**config.mk**
```make
export PLATFORM = sky130hd
export DESIGN_NAME = swm_cfg_regs
export DESIGN_NICKNAME = d
export VERILOG_FILES = /design/src/hdl/swm_pkg.sv /design/src/hdl/swm_cfg_regs.sv
export SDC_FILE = /design/constraint.sdc
export NUM_CORES = 1
export LEC_CHECK = 0
export BUFFER_PORTS_ARGS = -buffer_cell sky130_fd_sc_hd__buf_2
export CORE_MARGIN = 4
export CORE_UTILIZATION = 31
export CTS_BUF_LIST = sky130_fd_sc_hd__clkbuf_16
export CTS_CLUSTER_SIZE = 14
export DETAILED_ROUTE_END_ITERATION = 8
export PLACE_DENSITY = 0.86
export SLEW_MARGIN = 25
export SYNTH_ARGS = -nofsm -noshare
export SYNTH_HDL_FRONTEND = slang
export SYNTH_SLANG_ARGS = --single-unit
export TNS_END_PERCENT = 10
```
**constraint.sdc**
```tcl
create_clock -name aclk -period 1.7 [get_ports aclk]
set_clock_uncertainty 0.1 [all_clocks]
set_input_delay 0.085 -clock aclk [delete_from_list [all_inputs] [get_ports aclk]]
set_output_delay 0.085 -clock aclk [all_outputs]
set_load 0.005 [all_outputs]
```
**src/hdl/swm_pkg.sv**
```systemverilog
`default_nettype none

package swm_pkg;

    // Store depth and sample width
    localparam int WINDOW_DEPTH = 64;
    localparam int SAMPLE_BITS  = 16;
    localparam int POS_BITS     = 32;

    // Window register field and effective window (holds 1..WINDOW_DEPTH)
    localparam int WSIZE_BITS = 7;
    localparam int WIN_BITS   = $clog2(WINDOW_DEPTH) + 1;

    // Configuration port
    localparam int APB_ADDR_BITS = 3;
    localparam int APB_DATA_BITS = 32;
    localparam logic REG_WINDOW_SIZE = 1'b0;   // register select, paddr[2]
    localparam logic [WSIZE_BITS-1:0] WINDOW_SIZE_RESET = WSIZE_BITS'(1);

    // Stream payload widths
    localparam int S_TDATA_BITS = ((SAMPLE_BITS + 7) / 8) * 8;
    localparam int M_TDATA_BITS = ((SAMPLE_BITS + POS_BITS + 7) / 8) * 8;

    // One candidate of the monotonic store
    typedef struct packed {
        logic                          valid;
        logic signed [SAMPLE_BITS-1:0] value;
        logic [POS_BITS-1:0]           pos;
    } cand_t;

    // Broadcast control for the cell row
    typedef struct packed {
        logic accept;      // a word enters this cycle
        logic drop_head;   // head leaves the window on this word
        logic trim;        // shift one place toward the head, no word
        logic clear;       // end of sequence: empty the row
    } cell_ctrl_t;

    // Clamp the window register to 1..WINDOW_DEPTH
    function automatic logic [WIN_BITS-1:0] eff_window(input logic [WSIZE_BITS-1:0] wsize);
        logic [WIN_BITS-1:0] w;
        if (wsize == '0) begin
            w = WIN_BITS'(1);
        end else if (int'(wsize) > WINDOW_DEPTH) begin
            w = WIN_BITS'(WINDOW_DEPTH);
        end else begin
            w = WIN_BITS'(wsize);
        end
        return w;
    endfunction

endpackage

`default_nettype wire

```
**src/hdl/swm_cfg_regs.sv**
```systemverilog
`default_nettype none

module swm_cfg_regs (
    input  wire logic                                aclk,
    input  wire logic                                aresetn,
    input  wire logic                                psel,
    input  wire logic                                penable,
    input  wire logic                                pwrite,
    input  wire logic [swm_pkg::APB_ADDR_BITS-1:0]   paddr,
    input  wire logic [swm_pkg::APB_DATA_BITS-1:0]   pwdata,
    output logic [swm_pkg::APB_DATA_BITS-1:0]        prdata,
    output logic                                     pready,
    output logic [swm_pkg::WSIZE_BITS-1:0]           window_size
);
    import swm_pkg::*;

    logic [WSIZE_BITS-1:0] window_size_reg;
    logic                  wr_window;

    assign pready    = 1'b1;
    assign wr_window = psel && penable && pwrite && (paddr[2] == REG_WINDOW_SIZE);

    always_ff @(posedge aclk) begin
        if (!aresetn) begin
            window_size_reg <= WINDOW_SIZE_RESET;
        end else if (wr_window) begin
            window_size_reg <= pwdata[WSIZE_BITS-1:0];
        end
    end

    // Read back the raw register; other addresses read zero
    always_comb begin
        if (paddr[2] == REG_WINDOW_SIZE) begin
            prdata = APB_DATA_BITS'(window_size_reg);
        end else begin
            prdata = '0;
        end
    end

    assign window_size = window_size_reg;

endmodule

`default_nettype wire

```
# --- Yosys cells after proc, flatten, opt, wreduce, memory -nomap -nowiden ---
# Index checks and enable logic that the tools add are counted.
word_totals:
  wordCells: 6
  ff_bits: 7
  input_bits: 40
  out_inout_bits: 40
classes:
  n_reduce_logical: 3
  n_bitwise: 1
  muxes: 1
ops:
  columns: ["operator", "n"]
  rows:
  - ["two-way mux 7 bit", 1]
  - ["logical AND 1 bit", 3]
  - ["inverter 1 bit", 1]

# --- Logic depth before layout (Yosys ltp) ---
# Gate-level depths: netlist of run 1.
logic_depth:
  ltp_word: 3
  ltp_mapped: 3

# --- Worst setup path after synthesis of run 1 ---
# OpenSTA, ideal clock, no wires.
synth_timing:
  path_kind: "input -> register"
  start: "input port paddr[2] (netlist name)"
  end: "register window_size_reg[0], in the netlist window_size[0]"
  setup_time_ns: 0.072
  setup_slack_ns: 0.915
  arrival_time_ns: 0.613
  required_time_ns: 1.528
  n_path_buf: 1
  cell_stages: 3
  cell_sequence: "and4b_1 > buf_6 > mux2i_1"
synth_between:
  elab_chain_len: 2
synth_lines:
  columns: ["item", "line_no", "text"]
  rows:
  - ["from (decl)", "swm_cfg_regs.sv:9", "input wire logic [swm_pkg::APB_ADDR_BITS-1:0] paddr,"]
  - ["inverter 1 bit", null, null]
  - ["logical AND 1 bit", "swm_cfg_regs.sv:21", "assign wr_window = psel && penable && pwrite && (paddr[2] == REG_WINDOW_SIZE);"]
  - ["to (signal assigned)", "swm_cfg_regs.sv:27", "window_size_reg <= pwdata[WSIZE_BITS-1:0];"]
  - ["to (decl)", "swm_cfg_regs.sv:17", "logic [WSIZE_BITS-1:0] window_size_reg;"]
# No other way between the ends.
# A chain may end at the register's enable or synchronous reset.

# --- Worst setup path after layout of run 1 ---
layout_timing:
  start: "register window_size_reg[3], in the netlist window_size[3]"
  end: "output port prdata[3] (netlist name)"
layout_between:
  elab_chain_len: 1
layout_lines:
  columns: ["item", "line_no", "text"]
  rows:
  - ["two-way mux 7 bit", "swm_cfg_regs.sv:33", "if (paddr[2] == REG_WINDOW_SIZE) begin"]
  - ["to (decl)", "swm_cfg_regs.sv:11", "output logic [swm_pkg::APB_DATA_BITS-1:0] prdata,"]
# No other way between the ends.

==> results of run 1 <==
==> metrics by stage <==
stage | hold slack (ns) | instance area, sq um | setup WS (ns) | util | total power, mW
2_1_floorplan | 0.1271 | 646.9 | 0.9149 | - | 0.2494
3_3_place_gp | 0.2334 | 598.1 | 0.5321 | 0.3502 | 0.2279
3_5_place_dp | 0.2406 | 598.1 | 0.5004 | 0.3502 | 0.2299
4_1_cts | 0.008246 | 696.9 | 0.6610 | 0.4081 | 0.6387
5_1_grt | 0.02552 | 696.9 | 0.6386 | 0.4081 | 0.6593
6_report | 0.009101 | 696.9 | 0.6701 | 0.4081 | 0.6303
==> cell families (layout without fill, tap and decap cells) <==
logic type	Yosys count	after routing
other cells	2	26
flops	7	7
simple gates	22	22
buf+inv	28	32
mux	7	7
==> cells in the final DEF (no fill, tap or decap) <==
master and count:
dfxtp_1 7, clkbuf_16 3, conb_1 26, buf_2 26, nand2_1 12, inv_1 1, mux2i_1 7, nor2b_1 2
and2b_2 7, and4b_1 1, dlygate4sd3_1 2
==> synth_stat cells <==
| master | n |
|---|---|
| nor2b_1 | 2 |
| mux2i_1 | 7 |
| and4b_1 | 1 |
| dfxtp_1 | 7 |
| and2b_2 | 7 |
| buf_6 | 1 |
| clkbuf_1 | 1 |
| nand2_1 | 12 |
| buf_4 | 26 |
| conb_1 | 2 |
==> where the power goes <==
group	switching [mW]	leakage (nW)	internal, mW
Combinational	0.0337	0.295	0.0268
Clock	0.0924	0.0423	0.306
Sequential	0.00225	0.0567	0.169
Total	0.128	0.394	0.502
==> per-layer routing <==
layer / track usage / up-vias / share of wire
li1: - / 208 / -
met1: 0.08438 / 187 / 0.35
met2: 0.1543 / 29 / 0.50
met3: 0.04748 / 2 / 0.13
met4: 0.05381 / 0 / 0.018
met5: 0 / - / 0
==> what timing repair did <==
item	4_1_cts	5_1_grt
hold buffers	2	0
gates resized for setup	0	0
hold endpoints to repair	2	0
==> path summary, 6_finish.rpt <==
path,from,to,slack (ns),depth (start not counted)
min reg2reg,window_size[1],window_size[1],0.36,2
max reg2reg,window_size[0],window_size[0],0.99,2
max,window_size[3],prdata[3],0.67,2
min,pwdata[3],window_size[3],0.009,3
==> critical path: stages, from the launching register on <==
cell and delay [ns]:
dfxtp_1 0.31, and2b_2 0.18, buf_2 0.12
==> cell type report <==
cell class,count,area share
Clock buffer,3,0.1077
Clock inverter,1,0.005386
Multi-Input combinational cell,55,0.4255
Sequential cell,7,0.2011
Tap cell,25,0.04488
Timing Repair Buffer,28,0.2154
==> flow_summary.html, run 1 <==
<table>
<tr><th>Metric</th><th>Value</th></tr>
<tr><th colspan="2">Status</th></tr>
<tr><td>Result of the run</td><td>finished, final reports clean</td></tr>
<tr><th colspan="2">Floorplanning</th></tr>
<tr><td>Starting density of the core</td><td>0.3260</td></tr>
<tr><td>Row count</td><td>15</td></tr>
<tr><td>X dimension of the die</td><td>50.38 um</td></tr>
<tr><td>Die Span Y</td><td>50.38 um</td></tr>
<tr><td>Die area</td><td>0.002538 sq mm</td></tr>
<tr><td>Ports placed on the boundary</td><td>80</td></tr>
<tr><td>Area of the core region</td><td>0.001708 sq mm</td></tr>
<tr><th colspan="2">Synth</th></tr>
<tr><td>Synthesized flop and latch total</td><td>7</td></tr>
<tr><td>Main combinational cell family by area after synthesis</td><td>buffers and inverters</td></tr>
<tr><td>Portion of the post-synthesis area used by sequential elements</td><td>0.2517</td></tr>
<tr><td>Syn_area_per_cell</td><td>8.436 sq um</td></tr>
<tr><td>Area fraction in and, or, nand and nor cells after synthesis</td><td>0.2315</td></tr>
<tr><td>Area share of fa/ha/maj cells after synthesis</td><td>0</td></tr>
<tr><td>Post-Synthesis Cell Area</td><td>556.8 sq um</td></tr>
<tr><td>Warnings, synthesis</td><td>0</td></tr>
<tr><td>Area leader, netlist</td><td>buf_4</td></tr>
<tr><td>Complex-gate fraction of the synthesized area</td><td>0</td></tr>
<tr><td>Xor-xnor portion of the synthesized cell area</td><td>0</td></tr>
<tr><td>Dominant cells by area after synthesis</td><td>buf_4, dfxtp_1, mux2i_1</td></tr>
<tr><td>Number of standard cells after synthesis</td><td>66</td></tr>
<tr><td>Multiplexer fraction of the synthesized cell area</td><td>0.1258</td></tr>
<tr><td>Top-area cell type share of the netlist area</td><td>0.3506</td></tr>
<tr><td>Cell variety after synth</td><td>10</td></tr>
<tr><th colspan="2">Global routing</th></tr>
<tr><td>Maximum number of pins on one net before global-route repair</td><td>15</td></tr>
<tr><td>Remaining Overflow, GRT</td><td>0</td></tr>
<tr><td>Via count of the first global-routing pass</td><td>377</td></tr>
<tr><td>First-pass GRT wire length</td><td>1621 um</td></tr>
<tr><td>Initial antenna violation count</td><td>0</td></tr>
<tr><td>Tot GR Track Use</td><td>0.09018</td></tr>
<tr><th colspan="2">Cells and area</th></tr>
<tr><td>Fraction of final layout cells sized beyond drive strength 1</td><td>0.3830</td></tr>
<tr><td>Sequential cell area in the final layout</td><td>140.1 sq um</td></tr>
<tr><td>Max FFs per register</td><td>7</td></tr>
<tr><td>Layout Nets</td><td>135</td></tr>
<tr><td>Multi-input gate area in the final layout</td><td>296.5 sq um</td></tr>
<tr><td>Layout overhead on the synthesized area</td><td>25.17%</td></tr>
<tr><td>Count of placed standard cells in the final layout, fillers left out</td><td>119</td></tr>
<tr><td>Number of filler cells placed in the layout</td><td>179</td></tr>
<tr><td>Antenna diode count</td><td>0</td></tr>
<tr><th colspan="2">Placed design</th></tr>
<tr><td>Buffers added on ports</td><td>26</td></tr>
<tr><td>GPL Wtd Cong</td><td>0.6750</td></tr>
<tr><td>HPWL reported at the end of detailed placement</td><td>918.7 um</td></tr>
<tr><td>Placed cell count</td><td>113</td></tr>
<tr><th colspan="2">Timing</th></tr>
<tr><td>Hold Fails Final Rpt</td><td>0</td></tr>
<tr><td>Pins over their slew limit</td><td>0</td></tr>
<tr><td>Tmin final</td><td>1.030 ns</td></tr>
<tr><td>RSZ-0062 raised after global routing</td><td>no</td></tr>
<tr><td>Fmax</td><td>970.9 MHz</td></tr>
<tr><td>Final clock period utilization by the worst path</td><td>0.6058</td></tr>
<tr><td>Number of endpoints failing setup at the final stage</td><td>0</td></tr>
<tr><td>Sum of negative setup slack</td><td>0 ns</td></tr>
<tr><th colspan="2">Power</th></tr>
<tr><td>Power density over the cells</td><td>904.3 mW/mm^2</td></tr>
<tr><td>Max VDD drop</td><td>0.3097 mV</td></tr>
<tr><td>P_leak</td><td>0.3944 nW</td></tr>
<tr><th colspan="2">Drt</th></tr>
<tr><td>Iteration-0 DRC count of the detailed router</td><td>2</td></tr>
<tr><td>DRC violations left</td><td>0</td></tr>
<tr><td>1st-pass router iterations</td><td>2</td></tr>
<tr><td>Number of vias in the routed layout</td><td>426</td></tr>
<tr><td>Via-to-Cell Ratio</td><td>3.580</td></tr>
<tr><td>Antenna viol nets, final</td><td>0</td></tr>
<tr><td>Avg WL per Cell</td><td>9.706 um</td></tr>
<tr><td>Aggregate routed wire length</td><td>1155 um</td></tr>
<tr><th colspan="2">Clock network</th></tr>
<tr><td>H-tree Lvls</td><td>1</td></tr>
<tr><td>Clock tree from TritonCTS</td><td>built</td></tr>
<tr><td>Postcts setup bufs</td><td>0</td></tr>
<tr><td>Inserted Clock Buffers</td><td>3</td></tr>
<tr><td>Maximum count of clock buffers along a single path</td><td>2</td></tr>
<tr><td>CTS Root Buffer Type</td><td>clkbuf_16</td></tr>
<tr><td># clock sinks</td><td>7</td></tr>
<tr><td>Clock transition at path regs</td><td>0.04 ns</td></tr>
<tr><td>Later-pin clock latency in the skew report</td><td>0.23 ns</td></tr>
<tr><th colspan="2">Worst hold path</th></tr>
<tr><td>Type of the worst min-delay path</td><td>input pin to flop</td></tr>
<tr><th colspan="2">Setup path</th></tr>
<tr><td>Critical path type</td><td>flop to primary output</td></tr>
<tr><td>Required time at the endpoint of the critical path</td><td>1.51 ns</td></tr>
<tr><td>Largest fanout of any net on the critical path</td><td>3</td></tr>
<tr><td>Worst endpoint data arrival time</td><td>0.84 ns</td></tr>
<tr><td>Crit. End Element</td><td>primary output</td></tr>
<tr><td>Startpoint class of the critical path</td><td>flop</td></tr>
<tr><th colspan="2">Flow run</th></tr>
<tr><td>Max Cap Violations</td><td>0</td></tr>
</table>
Power figures use the tool's default switching activity.
==> run 2: changes to the inputs <==
--- a/config.mk
+++ b/config.mk
@@ -7,11 +7,11 @@
 export LEC_CHECK = 0
 export BUFFER_PORTS_ARGS = -buffer_cell sky130_fd_sc_hd__buf_2
 export CORE_MARGIN = 4
-export CORE_UTILIZATION = 31
+export CORE_UTILIZATION = 29
 export CTS_BUF_LIST = sky130_fd_sc_hd__clkbuf_16
 export CTS_CLUSTER_SIZE = 14
 export DETAILED_ROUTE_END_ITERATION = 8
-export PLACE_DENSITY = 0.86
+export PLACE_DENSITY = 0.81
 export SLEW_MARGIN = 25
 export SYNTH_ARGS = -nofsm -noshare
 export SYNTH_HDL_FRONTEND = slang
==> constraint.sdc (replaced) <==
create_clock -name aclk -period 1 [get_ports aclk]
set_clock_uncertainty 0.1 [all_clocks]
set_input_delay 0.05 -clock aclk [delete_from_list [all_inputs] [get_ports aclk]]
set_output_delay 0.05 -clock aclk [all_outputs]
set_load 0.005 [all_outputs]
==> run 2 against run 1 <==
  * Clock power increased by 67%
  * Setup slack lost 0.67 ns
  * Routed wire length grew 14%
  * Critical path depth unchanged
  * Core utilization up 6.4 points
  * Critical path type unchanged
  * Largest power group unchanged
  * Highest routed layer is now met3
==> flow_summary.html, run 2 (synthesis gave the netlist of run 1 again) <==
<table>
<tr><th>Metric</th><th>Value</th></tr>
<tr><th colspan="2">Status</th></tr>
<tr><td>Result of the run</td><td>finished, final reports clean</td></tr>
<tr><th colspan="2">Setup path</th></tr>
<tr><td>Startpoint class of the critical path</td><td>flop</td></tr>
<tr><td>Largest fanout of any net on the critical path</td><td>2</td></tr>
<tr><td>Crit. End Element</td><td>primary output</td></tr>
<tr><td>Critical path type</td><td>flop to primary output</td></tr>
<tr><td>Reg2Reg Depth</td><td>3</td></tr>
<tr><td>Required time at the endpoint of the critical path</td><td>0.85 ns</td></tr>
<tr><td>Worst endpoint data arrival time</td><td>0.85 ns</td></tr>
<tr><th colspan="2">Floorplanning</th></tr>
<tr><td>Area of the core region</td><td>0.001764 sq mm</td></tr>
<tr><td>Row count</td><td>15</td></tr>
<tr><td>Ports placed on the boundary</td><td>80</td></tr>
<tr><td>Die area</td><td>0.002685 sq mm</td></tr>
<tr><td>Starting density of the core</td><td>0.3156</td></tr>
<tr><td>X dimension of the die</td><td>51.82 um</td></tr>
<tr><td>Die Span Y</td><td>51.82 um</td></tr>
<tr><th colspan="2">Cells and area</th></tr>
<tr><td>Final core utilization</td><td>0.4716</td></tr>
<tr><td>Layout overhead on the synthesized area</td><td>49.44%</td></tr>
<tr><td>Top library cells by usage in the layout, fill and taps aside</td><td>conb_1, buf_2, nand2_1</td></tr>
<tr><td>Sequential cell area in the final layout</td><td>148.9 sq um</td></tr>
<tr><td>Max FFs per register</td><td>7</td></tr>
<tr><td>Cell area after layout</td><td>832.0 sq um</td></tr>
<tr><td>Antenna diode count</td><td>0</td></tr>
<tr><td>Fraction of final layout cells sized beyond drive strength 1</td><td>0.4667</td></tr>
<tr><td>Number of filler cells placed in the layout</td><td>172</td></tr>
<tr><td>Multi-input gate area in the final layout</td><td>296.5 sq um</td></tr>
<tr><td>Layout Nets</td><td>146</td></tr>
<tr><td>Most common cell after layout, fill and taps aside</td><td>conb_1</td></tr>
<tr><th colspan="2">Timing</th></tr>
<tr><td>Number of endpoints failing setup at the final stage</td><td>0</td></tr>
<tr><td>Pins over their slew limit</td><td>0</td></tr>
<tr><td>Hold Fails Final Rpt</td><td>0</td></tr>
<tr><td>Fmax</td><td>1005 MHz</td></tr>
<tr><td>RSZ-0062 raised after global routing</td><td>yes</td></tr>
<tr><td>Worst hold slack</td><td>0.08669 ns</td></tr>
<tr><td>Tmin final</td><td>0.9954 ns</td></tr>
<tr><td>Final clock period utilization by the worst path</td><td>0.9954</td></tr>
<tr><td>Sum of negative setup slack</td><td>0 ns</td></tr>
<tr><th colspan="2">Drt</th></tr>
<tr><td>Number of vias in the routed layout</td><td>467</td></tr>
<tr><td>DRC violations left</td><td>0</td></tr>
<tr><td>Avg WL per Cell</td><td>10.15 um</td></tr>
<tr><td>1st-pass router iterations</td><td>2</td></tr>
<tr><td>Aggregate routed wire length</td><td>1319 um</td></tr>
<tr><td>Via-to-Cell Ratio</td><td>3.592</td></tr>
<tr><td>Iteration-0 DRC count of the detailed router</td><td>2</td></tr>
<tr><td>Antenna viol nets, final</td><td>0</td></tr>
<tr><th colspan="2">Clock network</th></tr>
<tr><td>CTS Root Buffer Type</td><td>clkbuf_16</td></tr>
<tr><td>Clock transition at path regs</td><td>0.04 ns</td></tr>
<tr><td>Clock tree from TritonCTS</td><td>built</td></tr>
<tr><td># clock sinks</td><td>7</td></tr>
<tr><td>H-tree Lvls</td><td>1</td></tr>
<tr><td>Later-pin clock latency in the skew report</td><td>0.23 ns</td></tr>
<tr><td>Inserted Clock Buffers</td><td>3</td></tr>
<tr><td>Maximum count of clock buffers along a single path</td><td>2</td></tr>
<tr><th colspan="2">Placed design</th></tr>
<tr><td>Buffers added on ports</td><td>26</td></tr>
<tr><td>Placement-stage cell area</td><td>620.6 sq um</td></tr>
<tr><td>GPL Wtd Cong</td><td>0.5923</td></tr>
<tr><td>HPWL reported at the end of detailed placement</td><td>1004 um</td></tr>
<tr><th colspan="2">Worst hold path</th></tr>
<tr><td>Cell count of the worst hold path</td><td>3</td></tr>
<tr><td>Type of the worst min-delay path</td><td>input pin to flop</td></tr>
<tr><th colspan="2">Global routing</th></tr>
<tr><td>First-pass GRT wire length</td><td>1952 um</td></tr>
<tr><td>Via count of the first global-routing pass</td><td>470</td></tr>
<tr><td>Tot GR Track Use</td><td>0.1008</td></tr>
<tr><td>Remaining Overflow, GRT</td><td>0</td></tr>
<tr><td>Maximum number of pins on one net before global-route repair</td><td>15</td></tr>
<tr><td>Initial antenna violation count</td><td>0</td></tr>
<tr><th colspan="2">Flow run</th></tr>
<tr><td>Max Cap Violations</td><td>0</td></tr>
<tr><th colspan="2">Power</th></tr>
<tr><td>Max VDD drop</td><td>0.4626 mV</td></tr>
<tr><td>Power density over the cells</td><td>1313 mW/mm^2</td></tr>
<tr><td>P_leak</td><td>0.4540 nW</td></tr>
<tr><td>Tot Pwr</td><td>1.092 mW</td></tr>
</table>
run 2: repair_timing:
| action | 4_1_cts | 5_1_grt |
|---|---|---|
| buffers inserted | 1 | 2 |
| hold buffers | 7 | 0 |
| resized for setup | 4 | 8 |
| hold endpoints to repair | 7 | 0 |
| endpoints found under the setup margin | 4 | 7 |
run 2: critical path, cell delays in order, from the launching register on:
cell and delay (ns):
dfxtp_2 0.31, and2b_2 0.19, buf_6 0.11
run 2: layer usage:
metal / vias up / global-route usage / part of all wire / wire, um
met1: 214 / 0.08696 / 0.33 / 436
met4: 0 / 0.03930 / 0 / 0
met2: 24 / 0.2034 / 0.57 / 758
li1: 229 / - / - / -
met3: 0 / 0.03725 / 0.093 / 123
met5: - / 0 / 0 / 0
run 2: final cells by class:
class                   instances  share of cell area
repair buffers                 39              0.3323
multi-input cells              55              0.3564
flip-flops and latches          7              0.1789
clock inverters                 1            0.004511
well taps                      25             0.03759
clock buffers                   3             0.09023
run 2: worst paths after layout:
check                 start             end  slack, ns
max          window_size[6]       prdata[6]      0.005
min reg2reg  window_size[4]  window_size[4]       0.36
max reg2reg  window_size[6]  window_size[6]       0.24
min                 aresetn  window_size[5]       0.09
run 2: through the flow:
stage / setup slack (ns) / instances
floorplan: 0.2499 / 90
global placement: 0.08912 / 116
detailed placement: 0.08370 / 116
CTS: -0.003032 / 128
global route: -0.01639 / 130
finish: 0.004574 / 130
run 2: where the power goes:
part	switching [mW]	internal (mW)
Sequential	0.00381	0.288
Clock	0.145	0.520
Combinational	0.0641	0.0713
Total	0.213	0.879
