--- config.mk ---
export PLATFORM = sky130hd
export DESIGN_NAME = swm_cell
export DESIGN_NICKNAME = d
export VERILOG_FILES = /design/src/hdl/swm_pkg.sv /design/src/hdl/swm_cell.sv
export SDC_FILE = /design/constraint.sdc
export NUM_CORES = 1
export LEC_CHECK = 0
export ABC_AREA = 1
export ABC_CLOCK_PERIOD_IN_PS = 9000
export BUFFER_PORTS_ARGS = -buffer_cell sky130_fd_sc_hd__buf_2
export CAP_MARGIN = 10
export CELL_PAD_IN_SITES_DETAIL_PLACEMENT = 1
export CELL_PAD_IN_SITES_GLOBAL_PLACEMENT = 1
export CORE_ASPECT_RATIO = 1.25
export CORE_MARGIN = 10
export CORE_UTILIZATION = 35
export CTS_CLUSTER_SIZE = 8
export DETAILED_ROUTE_END_ITERATION = 10
export GPL_TIMING_DRIVEN = 1
export PLACE_DENSITY_LB_ADDON = 0.1
export SYNTH_ARGS = -nofsm -noshare
export SYNTH_HDL_FRONTEND = slang
export SYNTH_SLANG_ARGS = --single-unit
--- constraint.sdc ---
create_clock -name aclk -period 9 [get_ports aclk]
set_input_delay 1.8 -clock aclk [delete_from_list [all_inputs] [get_ports aclk]]
set_output_delay 1.8 -clock aclk [all_outputs]
set_load 0.03 [all_outputs]
--- src/hdl/swm_pkg.sv ---
`default_nettype none

package swm_pkg;

    // Store depth and sample width
    localparam int WINDOW_DEPTH = 64;
    localparam int SAMPLE_BITS  = 16;
    localparam int POS_BITS     = 32;

    // Window register field and effective window (holds 1..WINDOW_DEPTH)
    localparam int WSIZE_BITS = 7;
    localparam int WIN_BITS   = $clog2(WINDOW_DEPTH) + 1;

    // Configuration port
    localparam int APB_ADDR_BITS = 3;
    localparam int APB_DATA_BITS = 32;
    localparam logic REG_WINDOW_SIZE = 1'b0;   // register select, paddr[2]
    localparam logic [WSIZE_BITS-1:0] WINDOW_SIZE_RESET = WSIZE_BITS'(1);

    // Stream payload widths
    localparam int S_TDATA_BITS = ((SAMPLE_BITS + 7) / 8) * 8;
    localparam int M_TDATA_BITS = ((SAMPLE_BITS + POS_BITS + 7) / 8) * 8;

    // One candidate of the monotonic store
    typedef struct packed {
        logic                          valid;
        logic signed [SAMPLE_BITS-1:0] value;
        logic [POS_BITS-1:0]           pos;
    } cand_t;

    // Broadcast control for the cell row
    typedef struct packed {
        logic accept;      // a word enters this cycle
        logic drop_head;   // head leaves the window on this word
        logic trim;        // shift one place toward the head, no word
        logic clear;       // end of sequence: empty the row
    } cell_ctrl_t;

    // Clamp the window register to 1..WINDOW_DEPTH
    function automatic logic [WIN_BITS-1:0] eff_window(input logic [WSIZE_BITS-1:0] wsize);
        logic [WIN_BITS-1:0] w;
        if (wsize == '0) begin
            w = WIN_BITS'(1);
        end else if (int'(wsize) > WINDOW_DEPTH) begin
            w = WIN_BITS'(WINDOW_DEPTH);
        end else begin
            w = WIN_BITS'(wsize);
        end
        return w;
    endfunction

endpackage

`default_nettype wire

--- src/hdl/swm_cell.sv ---
`default_nettype none

module swm_cell (
    input  wire logic                aclk,
    input  wire logic                aresetn,
    input  wire swm_pkg::cell_ctrl_t ctrl,
    input  wire swm_pkg::cand_t      sample,     // incoming word as a candidate
    input  wire swm_pkg::cand_t      nbr_entry,  // cell one place toward the tail
    input  wire logic                nbr_kept,
    input  wire logic                left_kept,  // cell one place toward the head
    output swm_pkg::cand_t           entry,
    output logic                     kept
);
    import swm_pkg::*;

    cand_t entry_reg;
    cand_t entry_next;

    // Survives the tail sweep unless the new word is strictly larger
    assign kept  = entry_reg.valid && !($signed(sample.value) > $signed(entry_reg.value));
    assign entry = entry_reg;

    always_comb begin
        entry_next = entry_reg;
        if (ctrl.clear) begin
            entry_next.valid = 1'b0;
        end else if (ctrl.trim) begin
            entry_next = nbr_entry;
        end else if (ctrl.accept) begin
            if (ctrl.drop_head) begin
                if (nbr_kept) begin
                    entry_next = nbr_entry;
                end else if (kept) begin
                    entry_next = sample;
                end else begin
                    entry_next.valid = 1'b0;
                end
            end else begin
                if (kept) begin
                    entry_next = entry_reg;
                end else if (left_kept) begin
                    entry_next = sample;
                end else begin
                    entry_next.valid = 1'b0;
                end
            end
        end
    end

    // Only the valid bit is reset; value and position follow unconditionally
    always_ff @(posedge aclk) begin
        if (!aresetn) begin
            entry_reg.valid <= 1'b0;
        end else begin
            entry_reg.valid <= entry_next.valid;
        end
        entry_reg.value <= entry_next.value;
        entry_reg.pos   <= entry_next.pos;
    end

endmodule

`default_nettype wire

**Word level (Yosys, flattened, before mapping)**

Cells that the tools add are included.
W data, S select, Z words.

- Multipliers: 0
- Order comparisons: 1
- Equality and inequality tests: 2
- $add $sub $neg: 0
- Multiplexer cells: 9
- Div/mod/pow operators: 0
- Reduce and logical (&&, ||, !) cells: 7
- Shift operators: 0
- Bitwise logic cells: 2

Operators with widths:

| cell | count |
|---|---|
| $mux W49 | 5 |
| $mux W48 | 2 |
| $gt A16 B16 Y1 | 1 |
| $reduce_and A5 Y1 | 1 |
| $ne A4 B2 Y1 const B | 1 |
| $ne A3 B3 Y1 const B | 1 |
| $reduce_bool A3 Y1 | 1 |
| $mux W1 | 2 |
| $not A1 Y1 | 2 |
| $reduce_and A2 Y1 | 1 |
| $reduce_bool A2 Y1 | 1 |
| $reduce_or A2 Y1 | 1 |
| $logic_and A1 B1 Y1 | 1 |
| $logic_not A1 Y1 | 1 |

- Flip-flop bits (word level): 49
- ROM bits: 0
- Bits of input ports: 106
- Output and inout port bits: 50
- Memories: 0
- Bits in writable memories: 0
- Latch bits: 0

**Logic depth before layout (Yosys ltp)**

Gate-level depths: netlist of the first run.

- Word-level depth: 8
- Mapped depth: 19

**Worst setup path before layout of the first run**

No wires, ideal clock.

- Path kind: input -> register
- Start: input sample[43] (netlist name)
- End: register entry_reg, in the netlist entry[0], enable pin
- Path slack: 4.350 ns
- Library setup time: 0.415 ns
- Data arrival time: 4.235 ns
- Data required time: 8.585 ns
- Cell stages on the path: 16
- Path buffers: 0
- Cell sequence: ha_1 > nand2_1 > inv_2 > nand2_1 > nand2_1 > nand2_1 > nand2_2 > nor2_1 > a21oi_2 > nand2_2 > nand2_1 > inv_2 > nor2_2 > nand2_1 > nand2_1 > nor2_2

- Cells in the longest elaborated chain, start to end: 5

Ends and longest elaborated chain:

| what | RTL line | RTL |
|---|---|---|
| start, declared | swm_cell.sv:7 | `input wire swm_pkg::cand_t sample,` |
| $gt A16 B16 Y1 * | swm_cell.sv:20 | `assign kept = entry_reg.valid && !($signed(sample.value) > $signed(entry_reg.value));` |
| $logic_not A1 Y1 * | swm_cell.sv:20 |  |
| $logic_and A1 B1 Y1 * | swm_cell.sv:20 |  |
| net kept | swm_cell.sv:12 | `output logic kept` |
| $ne A4 B2 Y1 (no line) / $ne A3 B3 Y1 (equally long branches) | n/a |  |
| $reduce_and A5 Y1 (no line) * | n/a |  |
| end, declared | swm_cell.sv:16 | `cand_t entry_reg;` |

The timed path passes the listed nets; every way through them passes the cells marked *.
A chain may end at the register's enable or synchronous reset.

**Final worst setup path of the first run**

- Start: input sample[43] (netlist name)
- End: output kept

- Cells in the longest elaborated chain, start to end: 3

Ends and longest elaborated chain:

| what | RTL line |
|---|---|
| $gt A16 B16 Y1 | swm_cell.sv:20 |
| $logic_not A1 Y1 | swm_cell.sv:20 |
| $logic_and A1 B1 Y1 | swm_cell.sv:20 |
| end, declared | swm_cell.sv:12 |

No other way between the ends.

==> impl_metrics.csv, run 1 <==
group,metric,value,unit
sta,setup-tns-final,0,ns
floorplanning,start_util,35.8,%
clock_tree,cts_hold_buf,0,
floorplanning,die_area,11400,um^2
routing,detail_route.wl_per_cell,17.3,um
placement,port_buffers,155,
grt,grt_pass1_wl,12300,um
synth,yosys.area.top_type,"edfxtp_1",
sta,finalCriticalPeriod,4.96,ns
final_layout,syn_to_final_growth,37.9,%
grt,grt_max_degree,46,
clock_tree,insertion_delay,0.30,ns
synth,synth.yosys.seq_area_share,55.4,%
worst_setup_path,crit_path_start,"sample[43]",
run_status,status,"finished, final reports clean",
synth,syn_avg_cell_area,12.6,um^2
sta,max_slew_margin,60.6,%
clock_tree,clock_sinks,49,
floorplanning,coreArea,7360,um^2
floorplanning,io_pins,156,
synth,synth.distinct_cells,23,
routing,firstDrtPassIters,3,
synth,synth_fp_nets,331,
final_layout,largest_reg_flops,49,
routing,dr_total_vias,2136,
worst_setup_path,r2r-start,"entry[43]$_DFFE_PP_",
final_layout,multi_input_area,1040,um^2
sta,setup_violations,0,
min_path,hp-class,"register to register",
final_layout,stdcell_count,461,
sta,post-route-period-util,55.1,%
placement,gp_congestion,0.736,
synth,synth_warnings,0,
clock_tree,postCtsSetupRepairBufs,0,
final_layout,final_layout_size_suffix_gt1_share,60.2,%
job,max_cap_violations,0,
final_layout,antenna_cells,0,
clock_tree,cts_resized,0,
grt,track_usage,13.3,%
sta,max_slew.worst_pin.slew,0.590,ns
routing,drtIter0Drc,34,
sta,hold_slack,0.655,ns
grt,antenna_found_initial,0,
routing,drc,0,
synth,ys_top_cells_by_area,"edfxtp_1 (55%), mux2_2 (18%), ha_1 (7.6%)",
floorplanning,die_x,97.6,um
power_and_ir_drop,powerDensity,155,nW/um^2
final_layout,n_fill_cell,871,
sta,fin_skew,0.0110,ns
synth,yosysTopAreaCellShare,54.7,%
power_and_ir_drop,ir_drop,0.101,mV
clock_tree,cts-root-buf,"clkbuf_8",
power_and_ir_drop,leakage,1.73,nW
sta,rsz0062_at_grt,"false",
final_layout,final_nets,490,
floorplanning,die_h,117,um
worst_setup_path,cp.required,7.20,ns
clock_tree,clk_path_buf_depth,2,
grt,gr-total-overflow,0,
synth,ys_seq_elements,49,
floorplanning,fp-row-count,35,
worst_setup_path,critPathMaxFanout,3,
routing,routed_wl,7990,um
worst_setup_path,r2r_setup_slack,6.09,ns
min_path,worstHoldStart,"entry[48]$_SDFFE_PP0P_",
clock_tree,htreeDepth,2,
clock_tree,cts_buffers,5,
routing,antenna_left,0,
worst_setup_path,end_kind,"output port",
worst_setup_path,cp-start-kind,"input port",
synth,netlist_area,2640,um^2
sta,drv_slew,0,
final_layout,ff_latch_area,1460,um^2
routing,vias_per_cell,4.63,
clock_tree,clk_pin_slew,0.09,ns
grt,first_global_vias,2479,
synth,synth_cells,209,
placement,post-place-cells,453,
sta,finalHoldViolCount,0,
placement,hpwl,6740,um
worst_setup_path,worstSetupPathType,"input port to output port",
sta,fmax,201,MHz
clock_tree,cts_tree,"built",
worst_setup_path,cp.arrival,3.16,ns
==> worst paths after layout <==
path / to / cells past startpoint
worst max-delay path: kept / 12
worst min register to register: entry[48]$_SDFFE_PP0P_ / 4
worst min-delay path: entry[48]$_SDFFE_PP0P_ / 4
worst max register to register: entry[28]$_DFFE_PP_ / 16
==> synth_stat cells (all sizes together) <==
master and number:
edfxtp 48, mux2 47, inv 31, nand2 28
ha 16, nor2 14, a21oi 9, buf 5
nand3 4, a21o 1, a32o 1, dfxtp 1
nand4 1, o211ai 1, o21ai 1, or2 1
==> cell families after synthesis <==
| kind of cell | share of synthesized area [%] |
|---|---|
| multiplexers | 20.1 |
| buffers and inverters | 5.55 |
| flip-flops | 55.4 |
| AO/OA/AOI/OAI | 3.28 |
| AND/OR/NAND/NOR | 8.07 |
| adder cells (fa/ha/maj) | 7.59 |
==> layout make-up <==
class                      instances  share of cell area, %
timing repair buffer             157                   21.8
sequential                        49                   40.2
multi-input combinational        124                   28.6
clock buffer                       5                   1.89
tap                               92                   3.17
inverter                          31                   3.20
clock inverter                     3                   1.14
==> layer usage <==
layer  GRT usage (%)  part of all wire, %
met1            11.5                   33
met2            26.6                   56
met3            6.81                   11
met4            2.82                 0.84
met5               0                    0
==> stage by stage <==
step	setup WS [ns]	utilization (%)	power (mW)	area, um^2
final	4.04	49.4	0.562	3630
after global placement	4.03	47.9	0.411	3520
after detailed placement	4.00	47.9	0.414	3520
after CTS	4.00	49.4	0.572	3630
after global routing	3.89	49.4	0.593	3630
after floorplan	4.35	-	0.362	2640
==> cell usage in the layout (no fill, tap or decap), types with 2 or more instances in the layout <==
cell	n
a21oi_1	7
buf_2	155
buf_4	2
clkbuf_8	5
edfxtp_1	48
ha_1	16
inv_1	27
inv_2	4
mux2_1	5
mux2_2	42
nand2_1	26
nand2_2	2
nand3_1	3
nor2_1	9
nor2_2	4
==> worst max-delay path: stages <==
cell,delay (ns)
buf_2,0.11
ha_1,0.30
a21oi_1,0.16
nand2_1,0.07
nand2_1,0.07
nand2_2,0.05
nor2_1,0.11
a21oi_2,0.07
nand2_2,0.08
nand2_1,0.06
inv_2,0.06
buf_2,0.20
==> power breakdown <==
group          switching [mW]  internal [mW]  total [mW]  leakage [nW]
clock                  0.0749         0.0819       0.157        0.0518
sequential            0.00446          0.271       0.275         0.461
combinational          0.0767         0.0537       0.130          1.22
Note: power is estimated with default switching activity, not from simulation.
==> inputs of run 2 (changes only) <==
--- a/config.mk
+++ b/config.mk
@@ -6,14 +6,14 @@
 export NUM_CORES = 1
 export LEC_CHECK = 0
 export ABC_AREA = 1
-export ABC_CLOCK_PERIOD_IN_PS = 9000
+export ABC_CLOCK_PERIOD_IN_PS = 4810
 export BUFFER_PORTS_ARGS = -buffer_cell sky130_fd_sc_hd__buf_2
 export CAP_MARGIN = 10
 export CELL_PAD_IN_SITES_DETAIL_PLACEMENT = 1
 export CELL_PAD_IN_SITES_GLOBAL_PLACEMENT = 1
 export CORE_ASPECT_RATIO = 1.25
 export CORE_MARGIN = 10
-export CORE_UTILIZATION = 35
+export CORE_UTILIZATION = 32
 export CTS_CLUSTER_SIZE = 8
 export DETAILED_ROUTE_END_ITERATION = 10
 export GPL_TIMING_DRIVEN = 1
==> constraint.sdc (replaced) <==
create_clock -name aclk -period 4.81 [get_ports aclk]
set_input_delay 0.962 -clock aclk [delete_from_list [all_inputs] [get_ports aclk]]
set_output_delay 0.962 -clock aclk [all_outputs]
set_load 0.03 [all_outputs]
==> run 2 against run 1 <==
  * Worst hold slack gained 0.0041 ns
  * Die area increased by 7.6%
  * Via count is 1.1% lower
  * Count of clock-buffer cells in the layout grew 1
  * Global-route usage down 0.61 points
==> impl_metrics.csv, run 2 (synthesis results as in run 1) <==
group,metric,value,unit
run_status,status,"finished, final reports clean",
clock_tree,clock_sinks,49,
worst_setup_path,cp.required,3.85,ns
placement,hpwl,6670,um
placement,port_buffers,155,
clock_tree,cts_buffers,5,
grt,antenna_found_initial,0,
power_and_ir_drop,p_int,0.707,mW
floorplanning,start_util,33.3,%
routing,routed_wl,7830,um
clock_tree,cts_tree,"built",
worst_setup_path,worstPathCellList,"buf_2, ha_1, nand2_1, inv_2, nand2_1, nand2_1, nand2_1, nand2_2, nor2_1, a21oi_2, nand2_2, nand2_1, inv_2, buf_2",
worst_setup_path,rr_worst_depth,16,
final_layout,design_area,3620,um^2
sta,max_slew_margin,33.5,%
sta,drv_slew,0,
worst_setup_path,cp_common_cell,"nand2_1",
worst_setup_path,endpoint,"kept",
sta,post-route-period-util,68.4,%
floorplanning,fp-row-count,36,
routing,antenna_left,0,
worst_setup_path,r2r-start,"entry[37]$_DFFE_PP_",
sta,fmax,304,MHz
power_and_ir_drop,p_sw,0.282,mW
final_layout,antenna_cells,0,
clock_tree,clk_path_buf_depth,2,
floorplanning,coreArea,7930,um^2
min_path,hp-class,"register to register",
final_layout,final_common_cell,"buf_2",
sta,finalHoldViolCount,0,
grt,grt_pass1_wl,12400,um
power_and_ir_drop,leakage,1.73,nW
worst_setup_path,rr_endpoint,"entry[32]$_DFFE_PP_",
job,max_cap_violations,0,
worst_setup_path,cp.arrival,2.33,ns
placement,placed_area,3540,um^2
final_layout,largest_reg_flops,49,
power_and_ir_drop,switching_share,28.5,%
floorplanning,die_area,12300,um^2
sta,rsz0062_at_grt,"false",
worst_setup_path,crit_cells,14,
placement,gp_congestion,0.735,
routing,detail_route.wl_per_cell,16.9,um
power_and_ir_drop,p_seq_share,52.1,%
floorplanning,die_x,101,um
final_layout,final_layout_size_suffix_gt1_share,59.8,%
worst_setup_path,critPathMaxFanout,3,
clock_tree,insertion_delay,0.30,ns
grt,first_global_vias,2556,
worst_setup_path,path_buf_inv,4,
clock_tree,cts_hold_buf,0,
routing,vias_per_cell,4.56,
worst_setup_path,slowest_stage,"ha_1",
worst_setup_path,crit_path_start,"sample[43]",
worst_setup_path,cp-start-kind,"input port",
power_and_ir_drop,powerDensity,273,nW/um^2
worst_setup_path,crit_family,"simple AND/OR/NAND/NOR gates",
grt,track_usage,12.7,%
placement,dp_slack,1.36,ns
routing,dr_total_vias,2112,
sta,layout_setup_ws,1.52,ns
worst_setup_path,end_kind,"output port",
worst_setup_path,worstSetupPathType,"input port to output port",
sta,finalCriticalPeriod,3.29,ns
sta,fin_skew,0.00316,ns
routing,drtIter0Drc,42,
power_and_ir_drop,combPwrFrac,24.7,%
floorplanning,die_h,121,um
clock_tree,cts-root-buf,"clkbuf_8",
grt,grt_max_degree,31,
clock_tree,postCtsSetupRepairBufs,0,
clock_tree,clk_pin_slew,0.08,ns
power_and_ir_drop,ir_drop,0.133,mV
final_layout,final_nets,490,
worst_setup_path,r2r_setup_slack,2.10,ns
final_layout,mostFrequentLayoutCells,"buf_2 (155), edfxtp_1 (48), mux2_2 (42), inv_1 (27), nand2_1 (26)",
clock_tree,htreeDepth,2,
floorplanning,io_pins,156,
power_and_ir_drop,power_frac_clock,23.2,%
sta,setup_violations,0,
routing,drc,0,
routing,firstDrtPassIters,3,
worst_setup_path,slowest_delay,0.30,ns
sta,max_slew.worst_pin.slew,0.995,ns
final_layout,syn_to_final_growth,37.2,%
grt,gr-total-overflow,0,
clock_tree,cts_resized,0,
sta,setup-tns-final,0,ns
run 2: cell types whose count changed in the layout (fill, tap and decap cells not counted):
cell        delta
buf_12         +1
buf_4          -1
bufinv_16      -1
clkbuf_1       +1
clkinvlp_4     -1
run 2: through the flow:
| step | utilization (%) | instances | power [mW] | hold WS [ns] |
|---|---|---|---|---|
| 6_report | 45.6 | 463 | 0.989 | 0.659 |
| 5_1_grt | 45.6 | 463 | 1.05 | 0.705 |
| 4_1_cts | 45.6 | 463 | 1.01 | 0.659 |
| 3_5_place_dp | 44.7 | 456 | 0.776 | 0.646 |
| 3_3_place_gp | 44.7 | 456 | 0.771 | 0.644 |
| 2_1_floorplan | - | 209 | 0.677 | 0.711 |
run 2: worst min-delay path, stage by stage (launching register included):
cell and delay [ns]:
dfxtp_1 0.37, o211ai_1 0.20, a21oi_1 0.05
run 2: worst min path at each step:
stage,cells after the start,to,start
finish,2,entry[48]$_SDFFE_PP0P_,entry[48]$_SDFFE_PP0P_
global route,2,entry[48]$_SDFFE_PP0P_,entry[48]$_SDFFE_PP0P_
CTS,2,entry[48]$_SDFFE_PP0P_,entry[48]$_SDFFE_PP0P_
detailed placement,2,entry[48]$_SDFFE_PP0P_,entry[48]$_SDFFE_PP0P_
global placement,4,entry[48]$_SDFFE_PP0P_,entry[48]$_SDFFE_PP0P_
floorplan,2,entry[48]$_SDFFE_PP0P_,entry[48]$_SDFFE_PP0P_
run 2: layout make-up:
| type | count | area [um^2] |
|---|---|---|
| repair buffers | 157 | 803 |
| inverters | 31 | 116 |
| flip-flops and latches | 49 | 1460 |
| clock buffers | 6 | 72.6 |
| well taps | 95 | 119 |
| fillers | 948 | 4310 |
| clock inverters | 1 | 3.75 |
| multi-input cells | 124 | 1040 |
run 2: layer usage:
layer | routed length [um] | GRT usage [%] | part of all wire (%)
met5 | 0 | 0 | 0
met4 | 106 | 3.84 | 1.4
met3 | 921 | 6.95 | 12
met2 | 4220 | 23.4 | 54
met1 | 2590 | 11.5 | 33
run 2: power groups by stage:
stage / registers [mW] / logic (mW) / clock network, mW
4_1_cts: 0.516 / 0.251 / 0.239
5_1_grt: 0.518 / 0.273 / 0.259
2_1_floorplan: 0.582 / 0.0946 / 0
3_5_place_dp: 0.526 / 0.250 / 0
3_3_place_gp: 0.524 / 0.246 / 0
6_report: 0.515 / 0.244 / 0.229
==> inputs of run 3 (changes only) <==
--- a/config.mk
+++ b/config.mk
@@ -6,7 +6,7 @@
 export NUM_CORES = 1
 export LEC_CHECK = 0
 export ABC_AREA = 1
-export ABC_CLOCK_PERIOD_IN_PS = 4810
+export ABC_CLOCK_PERIOD_IN_PS = 3200
 export BUFFER_PORTS_ARGS = -buffer_cell sky130_fd_sc_hd__buf_2
 export CAP_MARGIN = 10
 export CELL_PAD_IN_SITES_DETAIL_PLACEMENT = 1
==> constraint.sdc (replaced) <==
create_clock -name aclk -period 3.2 [get_ports aclk]
set_input_delay 0.64 -clock aclk [delete_from_list [all_inputs] [get_ports aclk]]
set_output_delay 0.64 -clock aclk [all_outputs]
set_load 0.03 [all_outputs]
==> run 3 against run 2 <==
  * Worst setup slack got worse by 0.99 ns
  * Cell area is 0.69% higher
  * Clock skew grew 0.0045 ns
  * Die area stayed put
  * Critical path depth did not move
  * Final cell count is 0.65% higher
  * Non-clock buffer count increased by 2
  * Critical path type unchanged
  * Combinational power is 51% higher
  * Count of clock-buffer cells in the layout decreased by 1
  * First-iteration DRC count rose by 26%
  * Routed wire length about the same
==> impl_metrics.csv, run 3 (synthesis results as in run 1) <==
group,metric,value,unit
run_status,status,"finished, final reports clean",
worst_setup_path,end_kind,"output port",
final_layout,syn_to_final_growth,38.2,%
worst_setup_path,critPathMaxFanout,3,
min_path,hp-class,"input port to register",
job,max_cap_violations,0,
placement,port_buffers,155,
floorplanning,die_x,101,um
routing,antenna_left,0,
power_and_ir_drop,ir_drop,0.165,mV
routing,dr_total_vias,2132,
clock_tree,postCtsSetupRepairBufs,0,
worst_setup_path,cp.required,2.56,ns
sta,max_slew.worst_pin.slew,0.500,ns
routing,drc,0,
clock_tree,clk_pin_slew,0.09,ns
final_layout,mostFrequentLayoutCells,"buf_2 (155), edfxtp_1 (48), mux2_2 (42), inv_1 (27), nand2_1 (26)",
floorplanning,die_area,12300,um^2
sta,drv_slew,0,
worst_setup_path,endpoint,"kept",
worst_setup_path,worstSetupPathType,"input port to output port",
worst_setup_path,cp-start-kind,"input port",
sta,fin_skew,0.00762,ns
grt,grt_pass1_wl,12200,um
clock_tree,clock_sinks,49,
final_layout,final_common_cell,"buf_2",
placement,gp_congestion,0.731,
grt,grtUsageMet1,11.3,%
sta,hold_slack,0.590,ns
sta,layout_setup_ws,0.532,ns
power_and_ir_drop,leakage,1.74,nW
routing,routed_wl,7840,um
clock_tree,cts_hold_buf,0,
power_and_ir_drop,powerDensity,412,nW/um^2
sta,setup-tns-final,0,ns
final_layout,final_nets,492,
clock_tree,clk_path_buf_depth,2,
clock_tree,cts-root-buf,"clkbuf_8",
grt,busiest_layer,"met2",
grt,grt_use_met2,23.3,%
final_layout,antenna_cells,0,
routing,detail_route.wl_per_cell,16.8,um
grt,met3_usage,6.78,%
worst_setup_path,cp.arrival,2.03,ns
floorplanning,fp-row-count,36,
floorplanning,start_util,33.3,%
clock_tree,cts_tree,"built",
sta,finalHoldViolCount,0,
grt,track_usage,12.4,%
sta,rsz0062_at_grt,"false",
clock_tree,htreeDepth,2,
clock_tree,cts_buffers,5,
sta,post-route-period-util,83.4,%
grt,gr-total-overflow,0,
final_layout,final_layout_size_suffix_gt1_share,60.4,%
worst_setup_path,r2r_setup_slack,0.79,ns
clock_tree,cts_resized,0,
routing,firstDrtPassIters,4,
placement,dp_slack,0.385,ns
floorplanning,die_h,121,um
sta,max_slew_margin,66.6,%
placement,hpwl,6640,um
floorplanning,coreArea,7930,um^2
worst_setup_path,r2r-start,"entry[41]$_DFFE_PP_",
routing,vias_per_cell,4.58,
grt,antenna_found_initial,0,
grt,first_global_vias,2488,
sta,setup_violations,0,
worst_setup_path,rr_worst_depth,18,
routing,drtIter0Drc,53,
power_and_ir_drop,total_power,1.50,mW
worst_setup_path,crit_path_start,"sample[41]",
sta,fmax,375,MHz
sta,finalCriticalPeriod,2.67,ns
clock_tree,insertion_delay,0.30,ns
worst_setup_path,rr_endpoint,"entry[32]$_DFFE_PP_",
final_layout,largest_reg_flops,49,
floorplanning,io_pins,156,
grt,grt_max_degree,38,
## run 3: power breakdown
| group | total, mW | switching [mW] | internal (mW) |
|---|---|---|---|
| sequential | 0.774 | 0.0126 | 0.761 |
| clock | 0.359 | 0.208 | 0.152 |
| combinational | 0.369 | 0.214 | 0.155 |
| total | 1.50 | 0.434 | 1.07 |
## run 3: worst min-delay path by stage
stage	end	slack, ns	cells past startpoint	start
finish	entry[48]$_SDFFE_PP0P_	0.59	3	aresetn
global route	entry[48]$_SDFFE_PP0P_	0.59	3	aresetn
CTS	entry[48]$_SDFFE_PP0P_	0.58	3	aresetn
detailed placement	entry[48]$_SDFFE_PP0P_	0.62	2	entry[48]$_SDFFE_PP0P_
global placement	entry[48]$_SDFFE_PP0P_	0.64	2	entry[48]$_SDFFE_PP0P_
floorplan	entry[48]$_SDFFE_PP0P_	0.71	2	entry[48]$_SDFFE_PP0P_
## run 3: per-layer routing
layer / vias to the layer above / wire (um) / share of wire (%)
met2: 82 / 4330 / 55
li1: 1045 / - / -
met3: 2 / 922 / 12
met5: - / 0 / 0
met1: 1003 / 2560 / 33
met4: 0 / 29 / 0.37
## run 3: through the flow
stage	std cells	instance area, um^2	utilization [%]
after global routing	466	3640	45.9
after floorplan	209	2640	-
after global placement	458	3560	44.9
after CTS	466	3640	45.9
after detailed placement	458	3560	44.9
final	466	3640	45.9
## run 3: final cells by class
cell class	count	area [um^2]
Tap cell	95	119
Clock buffer	5	68.8
Inverter	31	116
Fill cell	933	4290
Clock inverter	3	17.5
Timing Repair Buffer	159	818
Sequential cell	49	1460
Multi-Input combinational cell	124	1040
## run 3: critical path: stages
cell	delay, ns
buf_2	0.11
ha_1	0.31
nand2_1	0.08
nand2_1	0.05
nand2_1	0.05
nand2_1	0.05
nand2_1	0.07
nand2_2	0.05
nor2_1	0.12
a21oi_2	0.07
nand2_2	0.07
nand2_1	0.06
inv_2	0.06
buf_2	0.21
